<file path="config.mk">
export PLATFORM = sky130hd
export DESIGN_NAME = lobm_cell
export DESIGN_NICKNAME = d
export VERILOG_FILES = /design/src/lobm_pkg.sv /design/src/lobm_cell.sv
export SDC_FILE = /design/constraint.sdc
export NUM_CORES = 1
export LEC_CHECK = 0
export BUFFER_PORTS_ARGS = -buffer_cell sky130_fd_sc_hd__buf_4
export CAP_MARGIN = 20
export CELL_PAD_IN_SITES_DETAIL_PLACEMENT = 0
export CELL_PAD_IN_SITES_GLOBAL_PLACEMENT = 2
export CORE_ASPECT_RATIO = 0.75
export CORE_MARGIN = 5
export CORE_UTILIZATION = 24
export CTS_CLUSTER_SIZE = 30
export DETAILED_ROUTE_END_ITERATION = 16
export MAX_ROUTING_LAYER = met4
export PLACE_DENSITY_LB_ADDON = 0.1
export SLEW_MARGIN = 0
export SYNTH_ARGS = -nofsm -noshare
export SYNTH_HDL_FRONTEND = slang
export SYNTH_SLANG_ARGS = --single-unit
</file>
<file path="constraint.sdc">
create_clock -name clock -period 10.3 [get_ports clock]
set_clock_uncertainty 0.2 [all_clocks]
set_input_delay 1.03 -clock clock [delete_from_list [all_inputs] [get_ports clock]]
set_output_delay 1.03 -clock clock [all_outputs]
set_load 0.005 [all_outputs]
</file>
<file path="src/lobm_pkg.sv">
// Package with the shared types, codes and helper functions of the order book matcher.
`timescale 1ns / 1ps
package lobm_pkg;

   localparam int TICK_COUNT_DEF     = 1024;
   localparam int ORDER_CAPACITY_DEF = 32;
   localparam int ID_W               = 32;
   localparam int TRADER_W           = 16;
   localparam int PRICE_W            = 16;
   localparam int QTY_W              = 32;
   localparam int TICK_W             = 10;
   localparam int KEY_W              = PRICE_W + 1;
   // Wide enough for a slot number of the largest book.
   localparam int SLOT_W             = 6;

   // Operation codes of an input item.
   typedef enum logic [1:0] {
      OP_LIMIT  = 2'd0,
      OP_MARKET = 2'd1,
      OP_CANCEL = 2'd2,
      OP_UNUSED = 2'd3
   } op_type;

   // Result kinds.
   typedef enum logic [2:0] {
      RK_TRADE     = 3'd0,
      RK_RESTED    = 3'd1,
      RK_DONE      = 3'd2,
      RK_REJECTED  = 3'd3,
      RK_CANCELLED = 3'd4,
      RK_NOT_FOUND = 3'd5,
      RK_FULL      = 3'd6
   } kind_type;

   typedef enum logic {
      ST_IDLE,
      ST_WORK
   } state_type;

   // What every cell does with its content.
   typedef enum logic [1:0] {
      CELL_HOLD,
      CELL_INSERT,
      CELL_REMOVE,
      CELL_TRIM
   } cell_op_type;

   // One resting order. The slot is the lowest number free when the order rested;
   // among resting orders that share an id, a cancel takes the lowest slot.
   typedef struct packed {
      logic                valid;
      logic [ID_W-1:0]     order_id;
      logic [TRADER_W-1:0] trader;
      logic                is_sell;
      logic [PRICE_W-1:0]  price;
      logic [QTY_W-1:0]    quantity;
      logic [SLOT_W-1:0]   slot;
   } entry_type;

   // Search criteria broadcast to the row.
   typedef struct packed {
      logic                by_id;
      logic [ID_W-1:0]     order_id;
      logic                side;
      logic [TRADER_W-1:0] trader;
      logic [PRICE_W-1:0]  limit;
   } search_type;

   // Control broadcast to every cell.
   typedef struct packed {
      cell_op_type      op;
      entry_type        new_entry;
      logic [QTY_W-1:0] trim;
      search_type       search;
   } cell_ctl_type;

   // Sort key: bids first by falling price, then asks by rising price.
   function automatic logic [KEY_W-1:0] sort_key(input entry_type e);
      sort_key = {e.is_sell, e.is_sell ? e.price : ~e.price};
   endfunction

endpackage

</file>
<file path="src/lobm_cell.sv">
// One cell of the sorted order row: holds a resting order and shifts with its neighbors.
`timescale 1ns / 1ps
module lobm_cell (
   input  logic                 clock,
   input  logic                 reset,
   input  lobm_pkg::cell_ctl_type ctl,
   input  lobm_pkg::entry_type  prev_entry,
   input  lobm_pkg::entry_type  next_entry,
   input  logic                 prev_after,
   input  logic                 prev_found,
   input  logic [lobm_pkg::SLOT_W-1:0] win_slot,
   output lobm_pkg::entry_type  entry,
   output logic                 after_out,
   output logic                 found_out,
   output logic                 eligible_out,
   output logic                 sel
);

   lobm_pkg::entry_type entry_ff;
   lobm_pkg::entry_type entry_in;
   logic                eligible;
   logic                price_ok;
   logic                hit;

   assign entry = entry_ff;

   // Does this cell's order qualify for the current search?
   always_comb begin
      price_ok = ctl.search.side ? (entry_ff.price >= ctl.search.limit)
                                 : (entry_ff.price <= ctl.search.limit);
      if (ctl.search.by_id) begin
         eligible = entry_ff.valid && (entry_ff.order_id == ctl.search.order_id);
      end else begin
         eligible = entry_ff.valid && (entry_ff.is_sell != ctl.search.side) &&
                    (entry_ff.trader != ctl.search.trader) && price_ok;
      end
   end

   assign eligible_out = eligible;

   // A cancel hits only the lowest slot among orders with its id; a match hits
   // the first qualifying cell in row order.
   assign hit       = ctl.search.by_id ? (eligible && (entry_ff.slot == win_slot))
                                       : eligible;
   assign sel       = hit && !prev_found;
   assign found_out = hit || prev_found;

   // Cells whose key is not above the new one stay ahead of it.
   assign after_out = entry_ff.valid &&
      (lobm_pkg::sort_key(entry_ff) <= lobm_pkg::sort_key(ctl.new_entry));

   // Next content of the cell.
   always_comb begin
      entry_in = entry_ff;
      case (ctl.op)
         lobm_pkg::CELL_INSERT: begin
            if (!prev_after) begin
               entry_in = prev_entry;
            end else if (!after_out) begin
               entry_in = ctl.new_entry;
            end
         end
         lobm_pkg::CELL_REMOVE: begin
            if (found_out) begin
               entry_in = next_entry;
            end
         end
         lobm_pkg::CELL_TRIM: begin
            if (sel) begin
               entry_in.quantity = entry_ff.quantity - ctl.trim;
            end
         end
         default: begin
            entry_in = entry_ff;
         end
      endcase
   end

   always_ff @(posedge clock) begin
      if (reset) begin
         entry_ff.valid <= 1'b0;
      end else begin
         entry_ff <= entry_in;
      end
   end

endmodule

</file>
==> results of run 1 <==
[stage by stage]
stage | std cells | power [uW]
2_1_floorplan | 955 | 783
3_3_place_gp | 1955 | 1040
3_5_place_dp | 1955 | 1040
4_1_cts | 1971 | 1430
5_1_grt | 1975 | 1490
6_report | 1975 | 1390
[power breakdown]
| part | internal [uW] | switching, uW | total (uW) |
|---|---|---|---|
| clock network | 192 | 176 | 369 |
| logic | 261 | 233 | 494 |
| registers | 507 | 24.3 | 531 |
| total | 961 | 434 | 1390 |
[critical path: cells and delay by family]
family | cells | cell delay [ps]
AO/OA/AOI/OAI | 3 | 1140
buffers and inverters | 3 | 1020
AND/OR/NAND/NOR | 4 | 1680
[layer usage]
layer,share of wire,vias up
met4,0.013,0
met5,0,-
li1,-,4516
met2,0.50,260
met1,0.44,4110
met3,0.050,23
[logic make-up (layout without fill, tap and decap cells)]
| logic type | after synthesis | after routing | synth area share |
|---|---|---|---|
| simple gates | 219 | 219 | 0.110 |
| fa+ha+maj | 68 | 68 | 0.0960 |
| other cells | 0 | 4 | 0 |
| mux | 105 | 105 | 0.117 |
| xor+xnor | 110 | 110 | 0.108 |
| compound gates | 236 | 236 | 0.172 |
| flops | 104 | 104 | 0.348 |
| buf+inv | 113 | 625 | 0.0487 |
[worst min path at each step]
| stage | from | endpoint | slack, ps |
|---|---|---|---|
| after floorplan | entry[103] | entry[103] | 400 |
| after global placement | entry[103] | entry[103] | 510 |
| after detailed placement | entry[103] | entry[103] | 510 |
| after CTS | entry[103] | entry[103] | 520 |
| after global routing | entry[103] | entry[103] | 560 |
| final | entry[103] | entry[103] | 510 |
[final cells by class]
cell class / instances / share of cell area
antenna: 4 / 0.000726
timing repair buffer: 537 / 0.293
clock inverter: 6 / 0.00527
inverter: 72 / 0.0196
multi-input combinational: 738 / 0.393
sequential: 104 / 0.226
clock buffer: 10 / 0.0166
tap: 504 / 0.0458
[cells in the final DEF, fill, tap and decap left out, types with 3 or more instances in the layout]
master / n
mux2i_1: 105
a221o_1: 4
a21oi_1: 35
ha_1: 66
a21o_1: 14
nand2b_1: 3
nand2_1: 127
nand4_1: 14
nor3_1: 10
nand3_1: 8
o31ai_1: 5
inv_1: 71
a21boi_0: 3
buf_4: 536
a41oi_1: 3
nor2b_1: 8
edfxtp_1: 103
inv_6: 3
o21a_1: 6
xor2_1: 57
diode_2: 4
o21ai_0: 99
nor4_1: 10
nor2_1: 23
clkbuf_16: 9
or2_2: 3
a211oi_1: 4
o211ai_1: 6
o221ai_1: 22
a31oi_1: 6
xnor2_1: 53
==> PnR_summary.wiki, run 1 <==
{| class="wikitable"
! Metric !! Value
|-
| Result of the run || completed
|-
| Max Freq || 193 MHz
|-
| Later-pin clock latency in the skew report || 360 ps
|-
| Worst slack at placement || 4620 ps
|-
| Path depth of the worst reg2reg path || 9
|-
| Largest net degree at the start of global routing || 95
|-
| Violation count after the first detailed-routing iteration || 356
|-
| Antenna violations before repair || 4
|-
| Vias in the first global route || 9358
|-
| Ratio of final minimum period to clock period || 0.502
|-
| Detailed-route via count || 8909
|-
| Post-placement cell area || 0.0135 sq mm
|-
| R2r setup slk || 5370 ps
|-
| Min Tclk post-route || 5170 ps
|-
| Endpoint of the lowest-slack register-to-register path || entry[78]
|-
| Chip Width || 233 microns
|-
| Cell with the largest stage delay on the worst path || nor3_2
|-
| Final design utilization || 0.373
|-
| Unrepaired setup endpoints after global routing || false
|-
| Least setup slack across all paths after layout || 5130 ps
|-
| Count of endpoints failing setup in the final report || 0
|-
| Filler cell count in the final layout || 3922
|-
| Synthesized Nets || 1445
|-
| Arrival @ worst endpoint || 4960 ps
|-
| Worst vdd ir || 68.8 uV
|-
| Gp weighted congestion || 0.863
|-
| Mean routed wirelength per cell || 21.1 microns
|-
| I/O pin count || 530
|-
| Length of the first detailed-routing pass in iterations || 5
|-
| Post-synthesis instance area || 0.00894 sq mm
|-
| CORE AREA || 0.0369 sq mm
|-
| Net count reported at finish || 1952
|-
| Root buffer cell || clkbuf_16
|-
| Initial core utilization || 0.242
|-
| Std-Cell Rows || 61
|-
| Global-route wire length before repair || 59300 microns
|-
| Number of cells on the worst hold path || 1
|-
| Worst hold slack || 513 ps
|-
| Required time of the critical path || 10090 ps
|-
| HPWL after detailed placement || 35000 microns
|-
| Syn. warnings || 0
|-
| Final Hold Fails || 0
|-
| Type of origin of the critical path || primary input
|-
| Top FF cell, synth || edfxtp_1
|-
| Global-route track usage on met3 || 0.0398
|-
| TritonCTS Sinks || 104
|-
| Number of nets with antenna violations after routing || 0
|-
| Share of async-settable or async-resettable flops after synthesis || 0
|-
| Cell area after layout || 0.0138 sq mm
|-
| Number of CTS-inserted buffers || 9
|-
| GRT Residual Overflow || 0
|-
| Count of mapped cells out of synthesis || 955
|-
| Worst min path class || flop to flop
|-
| Leakage power || 0.00637 uW
|-
| Die span in y || 177 microns
|-
| Flop and latch count out of synthesis || 104
|-
| CP endpoint || entry[78]
|-
| Number of cells upsized or downsized after cts || 0
|-
| Number of port buffers || 529
|-
| Most numerous cell types in the synthesized netlist || 127 x nand2_1, 105 x mux2i_1, 103 x edfxtp_1
|-
| Cell repeated most along the worst path || buf_4
|-
| CTS tree || yes
|-
| Max FFs per register || 104
|-
| Die Area || 0.0413 sq mm
|-
| Cell types occupying the most area after synthesis || edfxtp_1 35%, mux2i_1 12%, ha_1 9.4%
|-
| Area of all sequential standard cells || 0.00311 sq mm
|-
| Top-area cell type share of the netlist area || 0.346
|-
| GR Layer Usage met1 || 0.250
|-
| Worst flop-to-flop path startpoint || entry[103]
|-
| Combined global-route utilization of all metal layers || 0.198
|-
| Fraction of layout instances using a drive strength above 1 || 0.389
|-
| Worst path cell trace || buf_4, nor2b_1, a2111oi_0, nand4_1, nor4_1, inv_1, a41oi_1, o31ai_1, nor3_2, buf_4
|-
| Area of the multi-input gates || 0.00542 sq mm
|-
| Met2 Track Usage GR || 0.335
|-
| Total wire length after detailed routing || 41800 microns
|-
| Layout overhead on the synthesized area || 54.0%
|-
| Normalized max-slew margin || 0.293
|-
| Proportion of synthesized chip area in sequential cells || 0.348
|-
| Setup TNS Final || 0 ps
|-
| Type of destination of the critical path || flop
|-
| Worst Setup SP || ctl[50]
|-
| Number of max-cap violations || 0
|-
| Final max-slew violation count || 0
|-
| Most common cell in the synthesized netlist || nand2_1
|-
| # DRC || 0
|-
| Hold buffers post-CTS || 0
|-
| Number of distinct library cells after synthesis || 69
|-
| Vias per cell || 4.51
|-
| Clock input transition at the sequential cells of the worst setup and hold paths || 80 ps
|-
| Delay of the slowest critical-path stage || 820 ps
|-
| Maximum net fanout on the critical path || 60
|-
| Worst slew pin tran || 1060 ps
|-
| Number of synthesized flops with an enable pin || 103
|-
| Synthesized area divided by synthesized cell count || 9.37 sq um
|-
| Bufs on Longest Clock Path || 2
|-
| Largest area contributor in the synthesized netlist || edfxtp_1
|-
| Category of the most critical setup path || primary input to flop
|-
| Setup Fix Bufs, Post-CTS || 0
|-
| Number of H-tree levels || 3
|-
| Grt peak-use layer || met2
|-
| Total power density per cell area || 101 mW/mm^2
|}
Power figures use the tool's default switching activity.
==> run 2: changes to the inputs <==
CORE_UTILIZATION = 22   (was 24)
clock period = 4.7 ns   (was 10.3 ns; I/O delays follow)
==> PnR_summary.wiki, run 2 (synthesis results as in run 1) <==
{| class="wikitable"
! Metric !! Value
|-
| Number of port buffers || 529 (unchanged)
|-
| Chip Width || 243 microns (was 233 microns)
|-
| Number of cells upsized or downsized after cts || 0 (unchanged)
|-
| Largest net degree at the start of global routing || 96 (was 95)
|-
| Required time of the critical path || 4510 ps (was 10090 ps)
|-
| Violation count after the first detailed-routing iteration || 331 (was 356)
|-
| Unrepaired setup endpoints after global routing || false (unchanged)
|-
| Root buffer cell || clkbuf_16 (unchanged)
|-
| HPWL after detailed placement || 36000 microns (was 35000 microns)
|-
| Combined global-route utilization of all metal layers || 0.188 (was 0.198)
|-
| Final Hold Fails || 0 (unchanged)
|-
| Commonest cells after routing, fill and taps aside || 538 x buf_4, 127 x nand2_1, 105 x mux2i_1 (was 536 x buf_4, 127 x nand2_1, 105 x mux2i_1)
|-
| Setup TNS Final || 0 ps (unchanged)
|-
| Switching power summed over all nets || 973 uW (was 434 uW)
|-
| Sequential group share of total power || 0.376 (was 0.381)
|-
| Clk network pwr share || 0.265 (about the same)
|-
| Final max-slew violation count || 0 (unchanged)
|-
| Detail Route met2 WL || 21100 microns (was 20900 microns)
|-
| Ratio of final minimum period to clock period || 0.910
|-
| Detailed-route via count || 8947 (was 8909)
|-
| Type of origin of the critical path || flop (was primary input)
|-
| Worst slew pin tran || 1020 ps (was 1060 ps)
|-
| Most frequent standard cell in the layout excluding fill and tap cells || buf_4 (unchanged)
|-
| Result of the run || completed (unchanged)
|-
| WL met1 || 18400 microns (was 18200 microns)
|-
| Arrival @ worst endpoint || 4090 ps (was 4960 ps)
|-
| Final design utilization || 0.342 (was 0.373)
|-
| Initial core utilization || 0.221 (was 0.242)
|-
| # DRC || 0 (unchanged)
|-
| Fraction of layout instances using a drive strength above 1 || 0.389 (about the same)
|-
| Internal Pwr Total || 2100 uW (was 961 uW)
|-
| Clock input transition at the sequential cells of the worst setup and hold paths || 80 ps (about the same)
|-
| Number of H-tree levels || 3 (unchanged)
|-
| Vias per cell || 4.47 (was 4.51)
|-
| Max FFs per register || 104 (unchanged)
|-
| Leakage power || 0.00640 uW (was 0.00637 uW)
|-
| Met3 Routed Length || 2760 microns (was 2100 microns)
|-
| Later-pin clock latency in the skew report || 370 ps (was 360 ps)
|-
| Max Freq || 234 MHz
|-
| Fraction of power spent switching nets || 0.316 (was 0.311)
|-
| Total wire length after detailed routing || 42800 microns (was 41800 microns)
|-
| Total power density per cell area || 222 mW/mm^2 (was 101 mW/mm^2)
|-
| Uppermost signal routing layer after detailed routing || met4 (unchanged)
|-
| Antenna violations before repair || 1 (was 4)
|-
| TritonCTS Sinks || 104 (unchanged)
|-
| CORE AREA || 0.0405 sq mm (was 0.0369 sq mm)
|-
| Type of destination of the critical path || flop (unchanged)
|-
| Bufs on Longest Clock Path || 2 (unchanged)
|-
| Std-Cell Rows || 64 (was 61)
|-
| Count of endpoints failing setup in the final report || 0 (unchanged)
|-
| Number of nets with antenna violations after routing || 0 (unchanged)
|-
| GRT Residual Overflow || 0 (unchanged)
|-
| Hold buffers post-CTS || 0 (unchanged)
|-
| Gp weighted congestion || 0.844 (was 0.863)
|-
| Min Tclk post-route || 4280 ps
|-
| Share of total power in combinational logic || 0.359 (was 0.355)
|-
| Mean routed wirelength per cell || 21.4 microns (was 21.1 microns)
|-
| Dpl cells || 1983 (was 1955)
|-
| Die span in y || 185 microns (was 177 microns)
|-
| Number of CTS-inserted buffers || 9 (unchanged)
|-
| CTS tree || yes (unchanged)
|-
| Layout overhead on the synthesized area || 55.0% (was 54.0%)
|-
| Maximum net fanout on the critical path || 32 (was 60)
|-
| Normalized max-slew margin || 0.304 (was 0.293)
|-
| Final total power || 3080 uW (was 1390 uW)
|-
| Net count reported at finish || 1956 (was 1952)
|-
| Die Area || 0.0448 sq mm (was 0.0413 sq mm)
|-
| Worst vdd ir || 149 uV (was 68.8 uV)
|-
| I/O pin count || 530 (unchanged)
|-
| Non-filler instance count after layout || 2003 (was 1975)
|-
| Length of the first detailed-routing pass in iterations || 4 (was 5)
|-
| Global-route wire length before repair || 61000 microns (was 59300 microns)
|-
| Category of the most critical setup path || flop to flop (was primary input to flop)
|-
| Worst min path class || primary input to flop (was flop to flop)
|-
| Vias in the first global route || 9510 (was 9358)
|-
| Setup Fix Bufs, Post-CTS || 0 (unchanged)
|-
| Number of max-cap violations || 0 (unchanged)
|}
[run 2: final cells by class]
class / instances / area, sq um
Timing Repair Buffer: 541 / 4090
Clock buffer: 11 / 233
Multi-Input combinational cell: 738 / 5430
Sequential cell: 104 / 3110
Inverter: 72 / 270
Fill cell: 4311 / 26700
Antenna cell: 4 / 10.0
Clock inverter: 5 / 56.3
Tap cell: 528 / 661
[run 2: final timing paths]
path | startpoint | endpoint | slack, ps | cells after the start
hold / removal | next_entry[70] | entry[70] | 170 | 3
hold reg to reg | entry[103] | entry[103] | 480 | 1
setup / recovery | entry[103] | entry[9] | 420 | 9
setup reg to reg | entry[103] | entry[9] | 420 | 9
[run 2: per-stage QoR]
| step | cell area [sq um] | setup WS, ps | hold WS [ps] |
|---|---|---|---|
| 2_1_floorplan | 8960 | 46.9 | 399 |
| 3_3_place_gp | 13600 | 502 | 481 |
| 3_5_place_dp | 13600 | 448 | 491 |
| 4_1_cts | 13900 | 529 | 147 |
| 5_1_grt | 13900 | 181 | 156 |
| 6_report | 13900 | 425 | 171 |
[run 2: critical path, cell delays in order (launching register included)]
cell	delay [ps]
dfxtp_1	480
nand2_1	80
a2111oi_0	900
nand4_1	180
nor4_1	700
inv_1	130
a41oi_1	300
o31ai_1	230
nor3_4	200
buf_4	460
[run 2: power by group through the flow]
| stage | sequential (uW) | clock (uW) | combinational (uW) |
|---|---|---|---|
| global placement | 1180 | 0 | 1130 |
| global route | 1160 | 889 | 1230 |
| detailed placement | 1180 | 0 | 1120 |
| finish | 1160 | 816 | 1100 |
| CTS | 1160 | 857 | 1130 |
| floorplan | 1170 | 0 | 540 |
[run 2: metal layers]
layer | up-vias | global-route usage
met5 | - | -
met4 | 0 | 0.0392
met3 | 32 | 0.0507
met2 | 264 | 0.313
met1 | 4126 | 0.231
li1 | 4525 | -
